==> config.mk <==
export PLATFORM = sky130hd
export DESIGN_NAME = stereo_dither_quantizer
export DESIGN_NICKNAME = d
export VERILOG_FILES = /design/src/rtl/sdq_pkg.sv /design/src/rtl/sdq_lcg.sv /design/src/rtl/sdq_round.sv /design/src/rtl/stereo_dither_quantizer.sv
export SDC_FILE = /design/constraint.sdc
export NUM_CORES = 1
export LEC_CHECK = 0
export BUFFER_PORTS_ARGS = -buffer_cell sky130_fd_sc_hd__buf_2
export CORE_MARGIN = 10
export CORE_UTILIZATION = 60
export DETAILED_ROUTE_END_ITERATION = 10
export PLACE_DENSITY = 0.8
export REMOVE_ABC_BUFFERS = 1
export SYNTH_ARGS = -nofsm -noshare
export SYNTH_HDL_FRONTEND = slang
export SYNTH_SLANG_ARGS = --single-unit
==> constraint.sdc <==
create_clock -name i_clk -period 4 [get_ports i_clk]
set_clock_uncertainty 0.05 [all_clocks]
set_input_delay 0.8 -clock i_clk [delete_from_list [all_inputs] [get_ports i_clk]]
set_output_delay 0.8 -clock i_clk [all_outputs]
set_load 0.01 [all_outputs]
==> src/rtl/sdq_pkg.sv <==
package sdq_pkg;

    // sample and result formats
    localparam int unsigned SMP_W     = 32;
    localparam int unsigned FRAC_W    = 8;
    localparam int unsigned SUM_W     = SMP_W + 1;
    localparam int unsigned Q_W       = SUM_W - FRAC_W;
    localparam int unsigned OUT_W     = 24;
    localparam int unsigned NARROW_W  = 16;
    localparam int unsigned IDX_W     = 6;

    // noise generator
    localparam int unsigned SEED_W    = 31;
    localparam int unsigned DIGITS    = 16;
    localparam int unsigned DCNT_W    = 4;
    localparam logic [SEED_W-1:0] SEED_RESET = 31'h16BA2118;
    localparam logic [SEED_W-1:0] LCG_MUL    = 31'd1103515245;
    localparam logic [SEED_W-1:0] LCG_ADD    = 31'd12345;
    localparam logic [SEED_W-1:0] LCG_MUL_X2 = {LCG_MUL[SEED_W-2:0], 1'b0};
    localparam logic [SEED_W-1:0] LCG_MUL_X3 = LCG_MUL_X2 + LCG_MUL;

    // configuration register indexes
    localparam logic CFG_WIDE_OUTPUT = 1'b0;
    localparam logic CFG_DITHER_ON   = 1'b1;

    typedef enum logic [1:0] {
        S_IDLE,
        S_NOISE,
        S_ROUND,
        S_DONE
    } t_sdq_state;

    typedef struct packed {
        logic             load_smp;
        logic             load_dth;
        logic             step;
        logic [IDX_W-1:0] idx;
    } t_lane_ctl;

endpackage

==> src/rtl/sdq_lcg.sv <==
module sdq_lcg
    import sdq_pkg::*;
(
    input  logic              i_clk,
    input  logic              i_rst_n,
    input  logic              i_start,
    output logic              o_done,
    output logic [SEED_W-1:0] o_seed
);

    logic [SEED_W-1:0] r_seed;
    logic [SEED_W-1:0] r_acc;
    logic [SEED_W:0]   r_dig;
    logic [DCNT_W-1:0] r_cnt;
    logic              r_busy;
    logic              r_done;

    logic [SEED_W-1:0] w_prod;
    logic              w_last;
    logic [SEED_W-1:0] n_acc;

    // radix-4 horner step, seed digits enter msb first
    always_comb begin
        case (r_dig[SEED_W:SEED_W-1])
            2'd0:    w_prod = '0;
            2'd1:    w_prod = LCG_MUL;
            2'd2:    w_prod = LCG_MUL_X2;
            default: w_prod = LCG_MUL_X3;
        endcase
        w_last = (r_cnt == DCNT_W'(DIGITS - 1));
        n_acc  = {r_acc[SEED_W-3:0], 2'b00} + w_prod + (w_last ? LCG_ADD : '0);
    end

    always_ff @(posedge i_clk) begin
        if (!i_rst_n) begin
            r_seed <= SEED_RESET;
            r_busy <= 1'b0;
            r_done <= 1'b0;
            r_cnt  <= '0;
        end else begin
            r_done <= 1'b0;
            if (i_start) begin
                r_busy <= 1'b1;
                r_cnt  <= '0;
            end else if (r_busy) begin
                r_cnt <= r_cnt + 1'b1;
                if (w_last) begin
                    r_seed <= n_acc;
                    r_busy <= 1'b0;
                    r_done <= 1'b1;
                end
            end
        end
    end

    always_ff @(posedge i_clk) begin
        if (i_start) begin
            r_acc <= '0;
            r_dig <= {1'b0, r_seed};
        end else if (r_busy) begin
            r_acc <= n_acc;
            r_dig <= {r_dig[SEED_W-2:0], 2'b00};
        end
    end

    assign o_done = r_done;
    assign o_seed = r_seed;

endmodule

==> src/rtl/sdq_round.sv <==
module sdq_round
    import sdq_pkg::*;
(
    input  logic              i_clk,
    input  logic              i_rst_n,
    input  t_lane_ctl         i_ctl,
    input  logic [SMP_W-1:0]  i_sample,
    input  logic [FRAC_W-1:0] i_dither,
    input  logic              i_wide,
    output logic [OUT_W-1:0]  o_result
);

    logic [SMP_W-1:0]  r_smp;
    logic [FRAC_W-1:0] r_dth;
    logic [FRAC_W-1:0] r_frac;
    logic [Q_W-1:0]    r_q;
    logic              r_c1;
    logic              r_c2;

    logic w_s;
    logic w_rup;
    logic w_qb;
    logic n_c1;
    logic n_c2;
    logic w_ovf;

    // one sum bit per step, lsb first; rounding carry starts at the first integer bit
    always_comb begin
        w_s   = r_smp[0] ^ r_dth[0] ^ r_c1;
        n_c1  = (r_smp[0] & r_dth[0]) | (r_c1 & (r_smp[0] ^ r_dth[0]));
        w_rup = (r_frac > 8'd128) || ((r_frac == 8'd128) && w_s);
        if (i_ctl.idx == IDX_W'(FRAC_W)) begin
            w_qb = w_s ^ w_rup;
            n_c2 = w_s & w_rup;
        end else begin
            w_qb = w_s ^ r_c2;
            n_c2 = w_s & r_c2;
        end
    end

    always_ff @(posedge i_clk) begin
        if (!i_rst_n) begin
            r_c1 <= 1'b0;
            r_c2 <= 1'b0;
        end else if (i_ctl.load_smp) begin
            r_c1 <= 1'b0;
            r_c2 <= 1'b0;
        end else if (i_ctl.step) begin
            r_c1 <= n_c1;
            if (i_ctl.idx >= IDX_W'(FRAC_W)) begin
                r_c2 <= n_c2;
            end
        end
    end

    always_ff @(posedge i_clk) begin
        if (i_ctl.load_smp) begin
            r_smp <= i_sample;
        end else if (i_ctl.step) begin
            r_smp <= {r_smp[SMP_W-1], r_smp[SMP_W-1:1]};
        end
        if (i_ctl.load_dth) begin
            r_dth <= i_dither;
        end else if (i_ctl.step) begin
            r_dth <= {1'b0, r_dth[FRAC_W-1:1]};
        end
        if (i_ctl.step) begin
            if (i_ctl.idx < IDX_W'(FRAC_W)) begin
                r_frac <= {w_s, r_frac[FRAC_W-1:1]};
            end else begin
                r_q <= {w_qb, r_q[Q_W-1:1]};
            end
        end
    end

    // saturation of the rounded value
    always_comb begin
        if (i_wide) begin
            w_ovf = (r_q[Q_W-1] != r_q[OUT_W-1]);
        end else begin
            w_ovf = !((&r_q[Q_W-1:NARROW_W-1]) || !(|r_q[Q_W-1:NARROW_W-1]));
        end
        if (!w_ovf) begin
            o_result = r_q[OUT_W-1:0];
        end else if (i_wide) begin
            o_result = r_q[Q_W-1] ? {1'b1, {(OUT_W-1){1'b0}}} : {1'b0, {(OUT_W-1){1'b1}}};
        end else begin
            o_result = r_q[Q_W-1]
                ? {{(OUT_W-NARROW_W+1){1'b1}}, {(NARROW_W-1){1'b0}}}
                : {{(OUT_W-NARROW_W+1){1'b0}}, {(NARROW_W-1){1'b1}}};
        end
    end

endmodule

==> src/rtl/stereo_dither_quantizer.sv <==
// flow: with dither on, an input frame passes two generator advances (left, then right),
// 33 serial rounding steps and one output load; with dither off the advances are skipped
// pacing: a new frame is taken only in the idle state; the bit-serial adders and the
// radix-4 generator multiply set the pace, and the output register frees the input side
// unless a result still waits there when the next one is ready
// reset: synchronous active-low; seed returns to 0x16BA2118, wide_output 0, dither_on 1
module stereo_dither_quantizer
    import sdq_pkg::*;
(
    input  logic                 i_clk,
    input  logic                 i_rst_n,
    // input stream
    input  logic                 i_s_axis_tvalid,
    output logic                 o_s_axis_tready,
    input  logic [2*SMP_W-1:0]   i_s_axis_tdata,   // left_sample, right_sample
    input  logic                 i_s_axis_tlast,   // block_end
    // output stream
    output logic                 o_m_axis_tvalid,
    input  logic                 i_m_axis_tready,
    output logic [2*OUT_W-1:0]   o_m_axis_tdata,   // left_out, right_out
    output logic                 o_m_axis_tlast,   // block_last
    // configuration writes
    input  logic                 i_cfg_we,
    input  logic                 i_cfg_idx,
    input  logic                 i_cfg_wdata
);

    t_sdq_state r_state;
    t_sdq_state n_state;

    logic [IDX_W-1:0]   r_cnt;
    logic               r_phase;     // 0 while drawing left noise, 1 for right
    logic               r_last;
    logic               r_wide;
    logic               r_dith;
    logic               r_ovalid;
    logic [2*OUT_W-1:0] r_odata;
    logic               r_olast;

    logic               w_in_acc;
    logic               w_lcg_start;
    logic               w_lcg_done;
    logic [SEED_W-1:0]  w_seed;
    logic [FRAC_W-1:0]  w_dither;
    logic               w_out_load;
    logic               w_round_end;
    t_lane_ctl          w_ctl_l;
    t_lane_ctl          w_ctl_r;
    logic [OUT_W-1:0]   w_res_l;
    logic [OUT_W-1:0]   w_res_r;

    assign o_s_axis_tready = (r_state == S_IDLE);
    assign w_in_acc        = i_s_axis_tvalid & o_s_axis_tready;
    assign w_round_end     = (r_cnt == IDX_W'(SUM_W - 1));

    // next state
    always_comb begin
        n_state = r_state;
        case (r_state)
            S_IDLE: begin
                if (w_in_acc) begin
                    n_state = r_dith ? S_NOISE : S_ROUND;
                end
            end
            S_NOISE: begin
                if (w_lcg_done && r_phase) begin
                    n_state = S_ROUND;
                end
            end
            S_ROUND: begin
                if (w_round_end) begin
                    n_state = S_DONE;
                end
            end
            S_DONE: begin
                if (w_out_load) begin
                    n_state = S_IDLE;
                end
            end
            default: n_state = S_IDLE;
        endcase
    end

    // control outputs
    always_comb begin
        w_lcg_start      = 1'b0;
        w_out_load       = 1'b0;
        w_ctl_l          = '0;
        w_ctl_r          = '0;
        w_ctl_l.idx      = r_cnt;
        w_ctl_r.idx      = r_cnt;
        // noise is the top 8 bits of the fresh seed, zero when undithered
        w_dither         = (r_state == S_NOISE) ? w_seed[SEED_W-1:SEED_W-FRAC_W] : '0;
        case (r_state)
            S_IDLE: begin
                w_ctl_l.load_smp = w_in_acc;
                w_ctl_r.load_smp = w_in_acc;
                w_ctl_l.load_dth = w_in_acc & ~r_dith;
                w_ctl_r.load_dth = w_in_acc & ~r_dith;
                w_lcg_start      = w_in_acc & r_dith;
            end
            S_NOISE: begin
                w_ctl_l.load_dth = w_lcg_done & ~r_phase;
                w_ctl_r.load_dth = w_lcg_done & r_phase;
                w_lcg_start      = w_lcg_done & ~r_phase;
            end
            S_ROUND: begin
                w_ctl_l.step = 1'b1;
                w_ctl_r.step = 1'b1;
            end
            S_DONE: begin
                w_out_load = ~r_ovalid | i_m_axis_tready;
            end
            default: begin
                w_out_load = 1'b0;
            end
        endcase
    end

    always_ff @(posedge i_clk) begin
        if (!i_rst_n) begin
            r_state  <= S_IDLE;
            r_cnt    <= '0;
            r_phase  <= 1'b0;
            r_wide   <= 1'b0;
            r_dith   <= 1'b1;
            r_ovalid <= 1'b0;
        end else begin
            r_state <= n_state;
            r_cnt   <= (r_state == S_ROUND) ? r_cnt + 1'b1 : '0;
            if (r_state == S_IDLE) begin
                r_phase <= 1'b0;
            end else if (r_state == S_NOISE && w_lcg_done) begin
                r_phase <= 1'b1;
            end
            if (i_cfg_we) begin
                case (i_cfg_idx)
                    CFG_WIDE_OUTPUT: r_wide <= i_cfg_wdata;
                    CFG_DITHER_ON:   r_dith <= i_cfg_wdata;
                    default:         r_wide <= r_wide;
                endcase
            end
            // output register: a new result may load while the old one leaves
            if (w_out_load) begin
                r_ovalid <= 1'b1;
            end else if (i_m_axis_tready) begin
                r_ovalid <= 1'b0;
            end
        end
    end

    always_ff @(posedge i_clk) begin
        if (w_in_acc) begin
            r_last <= i_s_axis_tlast;
        end
        if (w_out_load) begin
            r_odata <= {w_res_r, w_res_l};
            r_olast <= r_last;
        end
    end

    sdq_lcg u_lcg (
        .i_clk   (i_clk),
        .i_rst_n (i_rst_n),
        .i_start (w_lcg_start),
        .o_done  (w_lcg_done),
        .o_seed  (w_seed)
    );

    sdq_round u_round_l (
        .i_clk    (i_clk),
        .i_rst_n  (i_rst_n),
        .i_ctl    (w_ctl_l),
        .i_sample (i_s_axis_tdata[SMP_W-1:0]),
        .i_dither (w_dither),
        .i_wide   (r_wide),
        .o_result (w_res_l)
    );

    sdq_round u_round_r (
        .i_clk    (i_clk),
        .i_rst_n  (i_rst_n),
        .i_ctl    (w_ctl_r),
        .i_sample (i_s_axis_tdata[2*SMP_W-1:SMP_W]),
        .i_dither (w_dither),
        .i_wide   (r_wide),
        .o_result (w_res_r)
    );

    assign o_m_axis_tvalid = r_ovalid;
    assign o_m_axis_tdata  = r_odata;
    assign o_m_axis_tlast  = r_olast;

endmodule

Yosys cells after proc, flatten, opt, wreduce, memory -nomap -nowiden
Index checks and enable logic that the tools add are counted.
{ "word_totals": {"reg_bits": 310, "input_bits": 72, "output_inout_bits": 51} }
{ "op_classes": {"n_addsub": 4, "order_cmp": 4, "n_eq_ne": 16, "muxes": 45, "bitwise_logic": 32, "reduce_logical": 35} }
{ "ops": {"columns": ["operator", "count"], "rows": [
  ["24-bit two-way mux", 8],
  ["31-bit two-way mux", 4],
  ["31-bit case mux with 3 select lines", 1],
  ["32-bit two-way mux", 2],
  ["8-bit two-way mux", 5],
  ["31-bit by 14-bit adder with 31-bit output", 1],
  ["31-bit adder", 1],
  ["10-bit AND reduction", 2],
  ["10-bit OR reduction", 2],
  ["8-bit equality test, second input constant", 2],
  ["8-bit greater-than comparator, second input constant", 2],
  ["1-bit two-way mux", 15],
  ["14-bit two-way mux", 1],
  ["1-bit AND", 13],
  ["2-bit AND reduction", 6],
  ["2-bit two-way mux", 5],
  ["2-bit nonzero test", 5],
  ["1-bit inverter", 8],
  ["2-bit case mux with 4 select lines", 1],
  ["1-bit bitwise XOR", 8],
  ["6-bit by 1-bit adder with 6-bit output, second input constant", 1],
  ["2-bit equality test, second input constant", 3],
  ["6-bit by 4-bit equality test with 1-bit output, second input constant", 1],
  ["6-bit equality test, second input constant", 1],
  ["other kinds (18)", 38]
]} }

Longest topological paths before layout
Gate-level depths: netlist (run 1).
{ "depth": {"ltp_word": 6, "ltp_mapped": 14, "mapped_depth_nobuf": 14} }

Cells and area by module
From an unflattened synthesis (run 1), not the netlist that was laid out.
{ "unflattened": {"cells_unflattened": 1102, "area_unflattened_um2": 14373.8} }
{ "modules_own_cells": {"columns": ["mod", "instances", "cells_each", "area_each_um2", "seq_area_each_um2"], "rows": [
  ["sdq_lcg", 1, 598, 5721.7, 2272.2],
  ["sdq_round (u_round_l)", 1, 186, 3231.8, 2232.1],
  ["sdq_round (u_round_r)", 1, 186, 3219.3, 2232.1],
  ["stereo_dither_quantizer", 1, 132, 2200.9, 1741.7]
]} }

Worst setup path before layout (run 1)
Ideal clock, no wire load.
{ "synth_path": {"kind": "input port to flip-flop", "startpoint": "input port i_m_axis_tready", "endpoint": "register r_odata[0] (netlist: o_m_axis_tdata[0]) (enable)", "arrival_time_ps": 3054, "t_required_ps": 3488, "path_slack_ps": 435, "stages": 2, "path_buffers": 0, "path_cell_list": "nor2b_1 nor2b_1"} }
{ "synth_via": {"elab_chain_len": 2} }
{ "synth_lines": {"columns": ["element", "line_no", "source"], "rows": [
  ["start, declared", "stereo_dither_quantizer.sv:19", "input logic i_m_axis_tready,"],
  ["1-bit bitwise OR", "stereo_dither_quantizer.sv:112", "w_out_load = ~r_ovalid | i_m_axis_tready;"],
  ["1-bit two-way mux", "stereo_dither_quantizer.sv:94", "case (r_state)"],
  ["net w_out_load", "stereo_dither_quantizer.sv:45", "logic w_out_load;"],
  ["end signal, assigned", "stereo_dither_quantizer.sv:157", "r_odata <= {w_res_r, w_res_l};"],
  ["end, declared", "stereo_dither_quantizer.sv:37", "logic [2*OUT_W-1:0] r_odata;"]
]} }
The timed path passes the listed nets, and every way through them passes these cells.
A chain may end at the register's enable or synchronous reset.

Worst setup path after layout (run 1)
{ "layout_path": {"startpoint": "register u_lcg.r_dig[30]", "endpoint": "register u_lcg.r_seed[30] (netlist: u_lcg.o_seed[30])"} }
{ "layout_via": {"elab_chain_len": 4, "elab_cells_between_ends": 6, "cone_classes": "add/sub (2); eq/ne (2); mux (1); reduce/logical (1)"} }
{ "layout_lines": {"columns": ["element", "line_no", "source"], "rows": [
  ["start, declared", "sdq_lcg.sv:13", "logic [SEED_W:0] r_dig;"],
  ["start signal, assigned", "sdq_lcg.sv:59", "r_dig <= {1'b0, r_seed};"],
  ["start signal, assigned", "sdq_lcg.sv:62", "r_dig <= {r_dig[SEED_W-2:0], 2'b00};"],
  ["2-bit equality test, or another cell as far along", "sdq_lcg.sv:24", "case (r_dig[SEED_W:SEED_W-1])"],
  ["31-bit case mux with 3 select lines *", "sdq_lcg.sv:24", null],
  ["31-bit adder *", "sdq_lcg.sv:31", "n_acc = {r_acc[SEED_W-3:0], 2'b00} + w_prod + (w_last ? LCG_ADD : '0);"],
  ["31-bit by 14-bit adder with 31-bit output *", "sdq_lcg.sv:31", null],
  ["end signal, assigned", "sdq_lcg.sv:48", "r_seed <= n_acc;"],
  ["end, declared", "sdq_lcg.sv:11", "logic [SEED_W-1:0] r_seed;"]
]} }
Mark *: on every way between the ends. The rest lies on a longest branch, timed or not.

==> summary.md, run 1 <==
| Metric | Value |
|---|---|
| Horiz. Die Dim | between 150 and 200 µm |
| Static leakage | between 6 and 7 nW |
| Hold Path Class | input port to flip-flop |
| Clock Sinks | slightly above 300 |
| Vias per inst | between 5 and 6 |
| Detailed-placement wirelength estimate | just over 20000 µm |
| CP endpoint kind | flip-flop |
| Post-synth EDFFs | approximately 230 |
| Synthesized area per cell | between 10 and 15 µm² |
| Crit Path Class | flip-flop to flip-flop |
| Routability Congestion | between 0.9 and 1 |
| Drt wl/cell | 18.20 µm |
| Setup WS post-layout | about 0.28 ns |
| Reg2Reg Depth | 13 |
| Crit path DAT | between 4 and 5 ns |
| DP Worst Slack | between 0.3 and 0.4 ns |
| DRT Pass-1 Iters | 5 |
| Filler cells | between 1500 and 2000 |
| DRT iter0 DRCs | between 700 and 800 |
| Mapped Cells | 1176 |
| Peak supply drop | 0.4525 mV |
| Total CTS buffers | 31 |
| Remaining DRCs | 0 |
| Tot GR Track Use | 0.1899 |
| Reg-to-reg startpoint | u_lcg.r_dig[30] |
| N_diodes | 0 |
| Relative slew slack | 0.3100 |
| Synthesized flop and latch total | 310 |
| Worst Setup EP | u_lcg.o_seed[30] |
| Grt ovf | 0 |
| PortBufs | ~120 |
| Final WL | ~30000 µm |
| TritonCTS clock tree | done |
| Startpoint types | flip-flop |
| Chip height | between 150 and 200 µm |
| Outcome | finished clean |
| P&R area growth vs syn | 13.86% |
| Reg-to-reg slack, setup | 0.28 ns |
| Initial core utilization | 0.6139 |
| Max-slew violation count | 0 |
| Final Setup Violations | 0 |
| Max H-tree Level | 1 |
| Post-synth top flop | edfxtp_1 |
| Clock Latency Late Sink | ~0.56 ns |
| Power Total | 0.01080 W |
| Number of global-route vias before repair | about 9000 |
| Initial antenna violation count | 0 |
| Max-cap viol count | 0 |
| Placement row count | 55 |
| Final #Nets | around 1400 |
| Post-CTS Setup Inserts | 0 |
| Core Area | 22850 µm² |
| Hold Vio Cnt, Final | 0 |
| Vias | approximately 9300 |
| Largest net degree at the start of global routing | 52 |
| RSZ-0062 raised after global routing | no |
| Final worst path period need | about 3.7 ns |
| Sequential area share after synthesis | 0.6045 |
| Most common cell after layout, fill and taps aside | edfxtp_1 |
| First-pass GRT wire length | around 48000 µm |
| Maximum clock insertion buffer count | 3 |
| Die area | between 20000 and 30000 µm² |
| Worst slew pin tran | approximately 1.0 ns |
| Most frequent cells in the layout | 227 x edfxtp_1, 195 x nand2_1, 122 x buf_2 |
| Clock root cell | clkbuf_16 |
| Final period util | 0.9303 |
| CTS Hold Bufs | 0 |
| Resized Gates After CTS | 0 |
| Post-synth ARST share | 0 |
| Reg-to-reg endpoint | u_lcg.o_seed[30] |
| Distinct cell type count after synthesis | between 60 and 70 |
| Synthesis Warnings | 0 |
| Mapped Area | ~14000 µm² |
| Required time worst endpoint | 4.39 ns |
| Crit-path max FO | 8 |
| CP startpoint | u_lcg.r_dig[30] |
| Final ANT Viol Nets | 0 |
| Io pins | approximately 120 |
| Fmax | roughly 270 MHz |
| Pwr per Cell Area | a little under 700 nW/µm² |
| Layout cells sized above 1 | 0.2068 |
| Clk pin slew, worst setup/hold paths | roughly 0.060 ns |
sequential cells by signal, summed over array words and instances, names as in the netlist, 25 cells and up:
register,flops
u_round_r.r_smp,32
u_lcg.r_dig,32
o_m_axis_tdata,48
u_lcg.r_acc,29
u_round_l.r_q,25
u_round_l.r_smp,32
u_round_r.r_q,25
u_lcg.o_seed,31
layout make-up:
| type | count | area (µm²) | share of cell area |
|---|---|---|---|
| Clock inverter | 20 | 183.9 | 0.01152 |
| Inverter | 48 | 180.2 | 0.01128 |
| Sequential cell | 310 | 8478 | 0.5309 |
| Timing Repair Buffer | 137 | 735.7 | 0.04607 |
| Tap cell | 313 | 391.6 | 0.02452 |
| Multi-Input combinational cell | 767 | 5157 | 0.3230 |
| Clock buffer | 38 | 842.1 | 0.05273 |
per-stage QoR:
| step | hold WS, ns | cell area (µm²) | setup TNS [ns] | utilization | cells |
|---|---|---|---|---|---|
| after floorplan | 0.3503 | 13790 | -6.596 | - | 1125 |
| after global placement | 0.3581 | 14940 | 0 | 0.6541 | 1575 |
| after detailed placement | 0.3676 | 14940 | 0 | 0.6541 | 1575 |
| after CTS | 0.3490 | 15970 | 0 | 0.6990 | 1633 |
| after global routing | 0.3637 | 15970 | 0 | 0.6990 | 1633 |
| final | 0.3766 | 15970 | 0 | 0.6990 | 1633 |
where the power goes:
group          total, W  internal [W]  leakage, nW  switching [W]
Combinational   0.00331       0.00123         3.21        0.00208
Sequential      0.00463       0.00437         2.79       0.000265
Clock           0.00285       0.00164        0.502        0.00121
critical path, cell delays in order, from the launching register on:
cell and delay, ns:
edfxtp_1 0.54, inv_1 0.14, ha_1 0.34, inv_1 0.11, fa_1 0.49, inv_1 0.04, ha_1 0.34, o21ai_1 0.11
a22oi_2 0.29, a21oi_1 0.15, o21bai_1 0.37, nand4_1 0.17, mux2i_1 0.15, a311o_1 0.32
metal layers:
| layer | vias to the layer above | share of wire | track usage |
|---|---|---|---|
| met5 | - | 0 | 0 |
| met4 | 0 | 0.013 | 0.03665 |
| met3 | 37 | 0.054 | 0.03006 |
| met2 | 281 | 0.49 | 0.3184 |
| met1 | 4453 | 0.45 | 0.2577 |
| li1 | 4484 | - | - |
worst min-delay path by stage:
stage	from	endpoint	slack, ns	cells after the start
2_1_floorplan	r_last	o_m_axis_tlast	0.35	0
3_3_place_gp	r_last	o_m_axis_tlast	0.36	0
3_5_place_dp	r_last	o_m_axis_tlast	0.37	0
4_1_cts	i_s_axis_tlast	r_last	0.35	1
5_1_grt	i_s_axis_tlast	r_last	0.36	1
6_report	i_s_axis_tlast	r_last	0.38	1
cells by family after synthesis:
family | count (synthesis) | synth area share
AOI/OAI and AO/OA | 216 | 0.1022
xor gates and xnor gates | 32 | 0.01998
adders and majority gates | 68 | 0.06441
buffers and inverters | 99 | 0.02971
DFF | 310 | 0.6045
muxes | 85 | 0.06620
and+or+nand+nor | 366 | 0.1130
synth_stat cells, types with 3 or more instances:
| library cell | number | share of area |
|---|---|---|
| edfxtp_1 | 227 | 0.49 |
| nand2_1 | 195 | 0.052 |
| dfxtp_1 | 83 | 0.12 |
| nor2_1 | 75 | 0.020 |
| mux2_2 | 62 | 0.050 |
| ha_1 | 61 | 0.054 |
| a21o_1 | 53 | 0.028 |
| o21ai_0 | 47 | 0.017 |
| inv_1 | 46 | 0.012 |
| a21oi_1 | 44 | 0.016 |
| clkbuf_1 | 28 | 0.0075 |
| nand3_1 | 27 | 0.0096 |
| mux2i_1 | 23 | 0.016 |
| xnor2_1 | 16 | 0.010 |
| xor2_1 | 16 | 0.010 |
| nand4_1 | 12 | 0.0054 |
| nor3_1 | 12 | 0.0043 |
| buf_2 | 11 | 0.0039 |
| a211oi_1 | 9 | 0.0048 |
| and3_1 | 9 | 0.0040 |
| o21ai_1 | 9 | 0.0032 |
| a31oi_1 | 8 | 0.0036 |
| nor4_1 | 8 | 0.0036 |
| buf_1 | 7 | 0.0019 |
| fa_1 | 7 | 0.010 |
| nand2b_1 | 5 | 0.0022 |
| o211ai_1 | 5 | 0.0027 |
| o21bai_1 | 5 | 0.0027 |
| o22ai_1 | 5 | 0.0022 |
| or3_1 | 5 | 0.0022 |
| a221oi_1 | 4 | 0.0025 |
| buf_6 | 4 | 0.0032 |
| a21oi_4 | 3 | 0.0035 |
| and2_1 | 3 | 0.0013 |
| nor2b_1 | 3 | 0.0013 |
| o21a_1 | 3 | 0.0016 |
| or4_1 | 3 | 0.0016 |
Power figures use the tool's default switching activity.
==> run 2, diff against run 1 <==
--- a/config.mk
+++ b/config.mk
@@ -9,7 +9,7 @@
 export CORE_MARGIN = 10
 export CORE_UTILIZATION = 60
 export DETAILED_ROUTE_END_ITERATION = 10
-export PLACE_DENSITY = 0.8
+export PLACE_DENSITY = 0.79
 export REMOVE_ABC_BUFFERS = 1
 export SYNTH_ARGS = -nofsm -noshare
 export SYNTH_HDL_FRONTEND = slang
==> run 2 against run 1 <==
  * Sequential share of layout area about the same
  * Worst hold slack got worse by 0.0039 ns
  * Routed wire length decreased by 0.45%
  * Clock-buffer cell count increased by 3
  * Combinational power about the same
  * Sequential power about the same
  * Via count increased by 0.12%
  * Critical endpoint is now u_lcg.o_seed[26]
  * Highest routed layer unchanged
==> summary.md, run 2 (same netlist as run 1, synthesis figures left out) <==
| Metric | Value |
|---|---|
| Final cell count without fillers | ~1600 |
| Core Area | approximately 23000 µm² |
| Number of global-route vias before repair | 9056 |
| Final worst path period need | 3.725 ns |
| Fmax | 268.4 MHz |
| RSZ-0062 raised after global routing | no |
| Hold Path Stages | 0 |
| Reg-to-reg endpoint | u_lcg.o_seed[26] |
| Die area | between 20000 and 30000 µm² |
| Chip height | 172.9 µm |
| DRT iter0 DRCs | 578 |
| Clock Latency Late Sink | about 0.54 ns |
| Most frequent cells in the layout | 227 x edfxtp_1, 195 x nand2_1, 122 x buf_2 |
| Clock Sinks | 310 |
| Maximum clock insertion buffer count | 3 |
| Final #Nets | around 1400 |
| Reg-to-reg slack, setup | around 0.27 ns |
| P&R area growth vs syn | 13.97% |
| Startpoint types | flip-flop |
| Layout cells sized above 1 | 0.2067 |
| Reg-to-reg startpoint | u_lcg.r_dig[30] |
| PortBufs | 122 |
| Placement row count | 55 |
| Crit Path Class | flip-flop to flip-flop |
| Detailed-placement wirelength estimate | ~21000 µm |
| Remaining DRCs | 0 |
| Static leakage | around 6.5 nW |
| Initial antenna violation count | 0 |
| Filler cells | around 1600 |
| Required time worst endpoint | between 4 and 5 ns |
| Crit path DAT | approximately 4 ns |
| Resized Gates After CTS | 0 |
| Worst Hold End | o_m_axis_tlast |
| Peak supply drop | roughly 0.59 mV |
| Largest net degree at the start of global routing | 66 |
| Relative slew slack | 0.3116 |
| Clk pin slew, worst setup/hold paths | approximately 0.06 ns |
| Final ANT Viol Nets | 0 |
| Post-CTS Setup Inserts | 0 |
| Max-cap viol count | 0 |
| Total CTS buffers | 30 |
| Io pins | around 120 |
| CP endpoint kind | flip-flop |
| Pwr per Cell Area | a little under 700 nW/µm² |
| Drt wl/cell | approximately 18 µm |
| Horiz. Die Dim | about 170 µm |
| Hold Vio Cnt, Final | 0 |
| TNS Setup | 0 ns |
| Reg2Reg Depth | 13 |
| Min-delay src | r_last |
| Vias per inst | around 5.7 |
| Crit-path max FO | 8 |
| Final period util | 0.9313 |
| Max FFs per register | 48 |
| Power Total | 0.01085 W |
| CTS Hold Bufs | 0 |
| Tot GR Track Use | 0.1913 |
| Max-slew violation count | 0 |
| DRT Pass-1 Iters | 5 |
| Routability Congestion | a little under 1 |
| N_diodes | 0 |
| TritonCTS clock tree | done |
| Clock root cell | clkbuf_16 |
| Hold Path Class | flip-flop to flip-flop |
| Worst slew pin tran | a little over 1 ns |
| Final Setup Violations | 0 |
| Initial core utilization | 0.6139 |
| Most common cell after layout, fill and taps aside | edfxtp_1 |
| Final WL | roughly 30000 µm |
| Max H-tree Level | 1 |
| Grt ovf | 0 |
| Vias | 9266 |
| Outcome | finished clean |
| Placed cells | between 1500 and 2000 |
| First-pass GRT wire length | 47910 µm |
==> run 2: how the worst max path moves through the flow <==
stage,startpoint,end,cells past startpoint
after global routing,u_lcg.r_dig[30],u_lcg.r_acc[28],13
after detailed placement,u_lcg.r_dig[30],u_lcg.o_seed[30],13
after floorplan,r_state[1],u_lcg.r_dig[0],6
after CTS,u_lcg.r_dig[30],u_lcg.o_seed[30],13
final,u_lcg.r_dig[30],u_lcg.o_seed[26],13
after global placement,u_lcg.r_dig[30],u_lcg.o_seed[30],13
==> run 2: worst max-delay path, stage by stage (launching register included) <==
cell and delay (ns):
edfxtp_1 0.57, inv_1 0.12, ha_1 0.39, inv_1 0.08, fa_1 0.47, inv_1 0.04
ha_1 0.32, a31oi_1 0.32, a22oi_2 0.15, a21oi_1 0.22, o21ai_0 0.20, a221oi_1 0.36
xor2_1 0.22, o21ai_0 0.09
==> run 2: final cells by class <==
type                            instances  area [µm²]  area share
Sequential cell                       310        8478      0.5304
Tap cell                              313       391.6     0.02450
Multi-Input combinational cell        767        5157      0.3227
Timing Repair Buffer                  140       758.2     0.04744
Inverter                               48       180.2     0.01127
Clock buffer                           41       860.8     0.05386
Clock inverter                         15       157.7    0.009863
==> run 2: power by group <==
part           switching [W]  total [W]  internal [W]
registers           0.000285    0.00466       0.00437
clock network        0.00117    0.00287       0.00170
logic                0.00208    0.00332       0.00124
total                0.00354     0.0108       0.00731
==> run 2: per-layer routing <==
metal	up-vias	wire length, µm	GRT usage
li1	4481	-	-
met1	4438	13150	0.2609
met2	294	14070	0.3137
met3	53	1773	0.02941
met4	0	597	0.04995
met5	-	0	0
==> run 2: through the flow <==
| stage | cell area [µm²] | hold slack (ns) | util | worst slack, ns |
|---|---|---|---|---|
| floorplan | 13790 | 0.3503 | - | -0.2092 |
| global placement | 14970 | 0.3560 | 0.6550 | 0.4240 |
| detailed placement | 14970 | 0.3581 | 0.6550 | 0.3303 |
| CTS | 15980 | 0.3724 | 0.6996 | 0.2970 |
| global route | 15980 | 0.3816 | 0.6996 | 0.01072 |
| finish | 15980 | 0.3727 | 0.6996 | 0.2747 |
==> run 3, diff against run 2 <==
--- a/config.mk
+++ b/config.mk
@@ -5,11 +5,11 @@
 export SDC_FILE = /design/constraint.sdc
 export NUM_CORES = 1
 export LEC_CHECK = 0
-export BUFFER_PORTS_ARGS = -buffer_cell sky130_fd_sc_hd__buf_2
 export CORE_MARGIN = 10
 export CORE_UTILIZATION = 60
 export DETAILED_ROUTE_END_ITERATION = 10
-export PLACE_DENSITY = 0.79
+export DONT_BUFFER_PORTS = 1
+export PLACE_DENSITY = 0.75
 export REMOVE_ABC_BUFFERS = 1
 export SYNTH_ARGS = -nofsm -noshare
 export SYNTH_HDL_FRONTEND = slang
==> run 3 against run 2 <==
  * Routed wire length down 0.78%
  * Non-clock buffer count down 119
  * Design area down 3.3%
  * Sequential cell count unchanged
  * Sequential power about the same
  * Fmax up 1.8%
  * Utilization down 2.3 points
  * Critical path depth unchanged
  * Global-route usage about the same
  * Combinational power down 2%
  * Largest power group unchanged
==> summary.md, run 3 (same netlist as run 1, synthesis figures left out) <==
| Metric | Value |
|---|---|
| Clock Latency Late Sink | about 0.54 ns |
| CP endpoint kind | flip-flop |
| Max H-tree Level | 1 |
| Required time worst endpoint | approximately 4.4 ns |
| Final #Nets | between 1000 and 1500 |
| Design area | about 15000 µm² |
| Clk pin slew, worst setup/hold paths | ~0.060 ns |
| CTS Hold Bufs | 0 |
| Most common cell after layout, fill and taps aside | edfxtp_1 |
| Horiz. Die Dim | 172.9 µm |
| Worst slew pin tran | around 1.1 ns |
| Peak supply drop | approximately 0.37 mV |
| DRT iter0 DRCs | 712 |
| Clock root cell | clkbuf_16 |
| Max-slew violation count | 0 |
| Relative slew slack | 0.2881 |
| Largest net degree at the start of global routing | 66 |
| Max-cap viol count | 0 |
| Crit-path max FO | 4 |
| Initial antenna violation count | 0 |
| DRT Pass-1 Iters | 5 |
| Post-CTS Setup Inserts | 0 |
| Hold Path Class | input port to flip-flop |
| PortBufs | 0 |
| Final cell count without fillers | 1516 |
| Tot GR Track Use | 0.1911 |
| Vias per inst | around 5.8 |
| Final WL | just under 30000 µm |
| Resized Gates After CTS | 0 |
| Pwr per Cell Area | between 700 and 800 nW/µm² |
| Final ANT Viol Nets | 0 |
| Final core utilization | 0.6764 |
| Startpoint types | flip-flop |
| Routability Congestion | between 0.8 and 0.9 |
| Initial core utilization | 0.6139 |
| Remaining DRCs | 0 |
| Layout cells sized above 1 | 0.1313 |
| Filler cells | roughly 1700 |
| Core Area | 22850 µm² |
| Io pins | approximately 120 |
| Chip height | roughly 170 µm |
| Most frequent cells in the layout | 227 x edfxtp_1, 195 x nand2_1, 83 x dfxtp_1 |
| Number of global-route vias before repair | just under 9000 |
| First-pass GRT wire length | between 40000 and 50000 µm |
| Crit path DAT | 4.03 ns |
| Detailed-placement wirelength estimate | 20530 µm |
| Final Setup Violations | 0 |
| Die area | ~30000 µm² |
| Grt ovf | 0 |
| Final worst path period need | approximately 3.7 ns |
| Hold Vio Cnt, Final | 0 |
| Final period util | 0.9144 |
| Outcome | finished clean |
| TritonCTS clock tree | done |
| Vias | ~9000 |
| Area after DPL | 14380 µm² |
| Drt wl/cell | 19.36 µm |
| Fmax | between 200 and 300 MHz |
| N_diodes | 0 |
| Maximum clock insertion buffer count | 3 |
| Max FFs per register | 48 |
| Placed cells | about 1500 |
| P&R area growth vs syn | 10.19% |
| Crit Path Class | flip-flop to flip-flop |
| Static leakage | between 6 and 7 nW |
| Placement row count | 55 |
| Total CTS buffers | 31 |
| RSZ-0062 raised after global routing | no |
| Clock Sinks | 310 |
run 3: final timing paths:
kind	startpoint	endpoint	slack [ns]	cells past startpoint
worst max-delay path	u_lcg.r_dig[31]	u_lcg.o_seed[26]	0.34	13
worst min-delay path	i_rst_n	r_dith	0.29	1
worst max register to register	u_lcg.r_dig[31]	u_lcg.o_seed[26]	0.34	13
worst min register to register	r_last	o_m_axis_tlast	0.38	0
run 3: layout make-up:
type                       instances  area, µm²  share of cell area
tap                              313      391.6             0.02534
inverter                          48      180.2             0.01166
timing repair buffer              21      170.2             0.01101
clock buffer                      33      783.3             0.05068
sequential                       310       8478              0.5486
multi-input combinational        767       5166              0.3343
clock inverter                    24      284.0             0.01838
run 3: critical path, cell delays in order, from the launching register on:
cell and delay, ns:
dfxtp_1 0.40, inv_1 0.09, ha_1 0.42, inv_1 0.09, fa_1 0.48, inv_1 0.04
ha_1 0.32, a31oi_1 0.31, a22oi_2 0.15, a21oi_1 0.26, o21ai_0 0.22, a221oi_1 0.36
xor2_1 0.23, o21ai_0 0.10
run 3: routing by layer:
metal / global-route usage / share of wire / up-vias
met5: 0 / 0 / -
met3: 0.02919 / 0.048 / 39
met4: 0.04096 / 0.016 / 0
li1: - / - / 4246
met1: 0.2605 / 0.45 / 4252
met2: 0.3181 / 0.48 / 232
run 3: stage by stage:
step                hold slack, ns  total power (W)  TNS, ns  setup slack [ns]
finish                      0.2869          0.01092        0            0.3423
global route                0.2785          0.01154        0            0.1093
CTS                         0.2670          0.01096        0            0.3138
detailed placement          0.3622         0.007954        0            0.3221
global placement            0.3585         0.007900        0            0.4534
floorplan                   0.3503         0.007009   -6.596           -0.2092
run 3: where the power goes:
group	switching, W	internal (W)
registers	0.000280	0.00437
clock network	0.00119	0.00181
logic	0.00206	0.00121
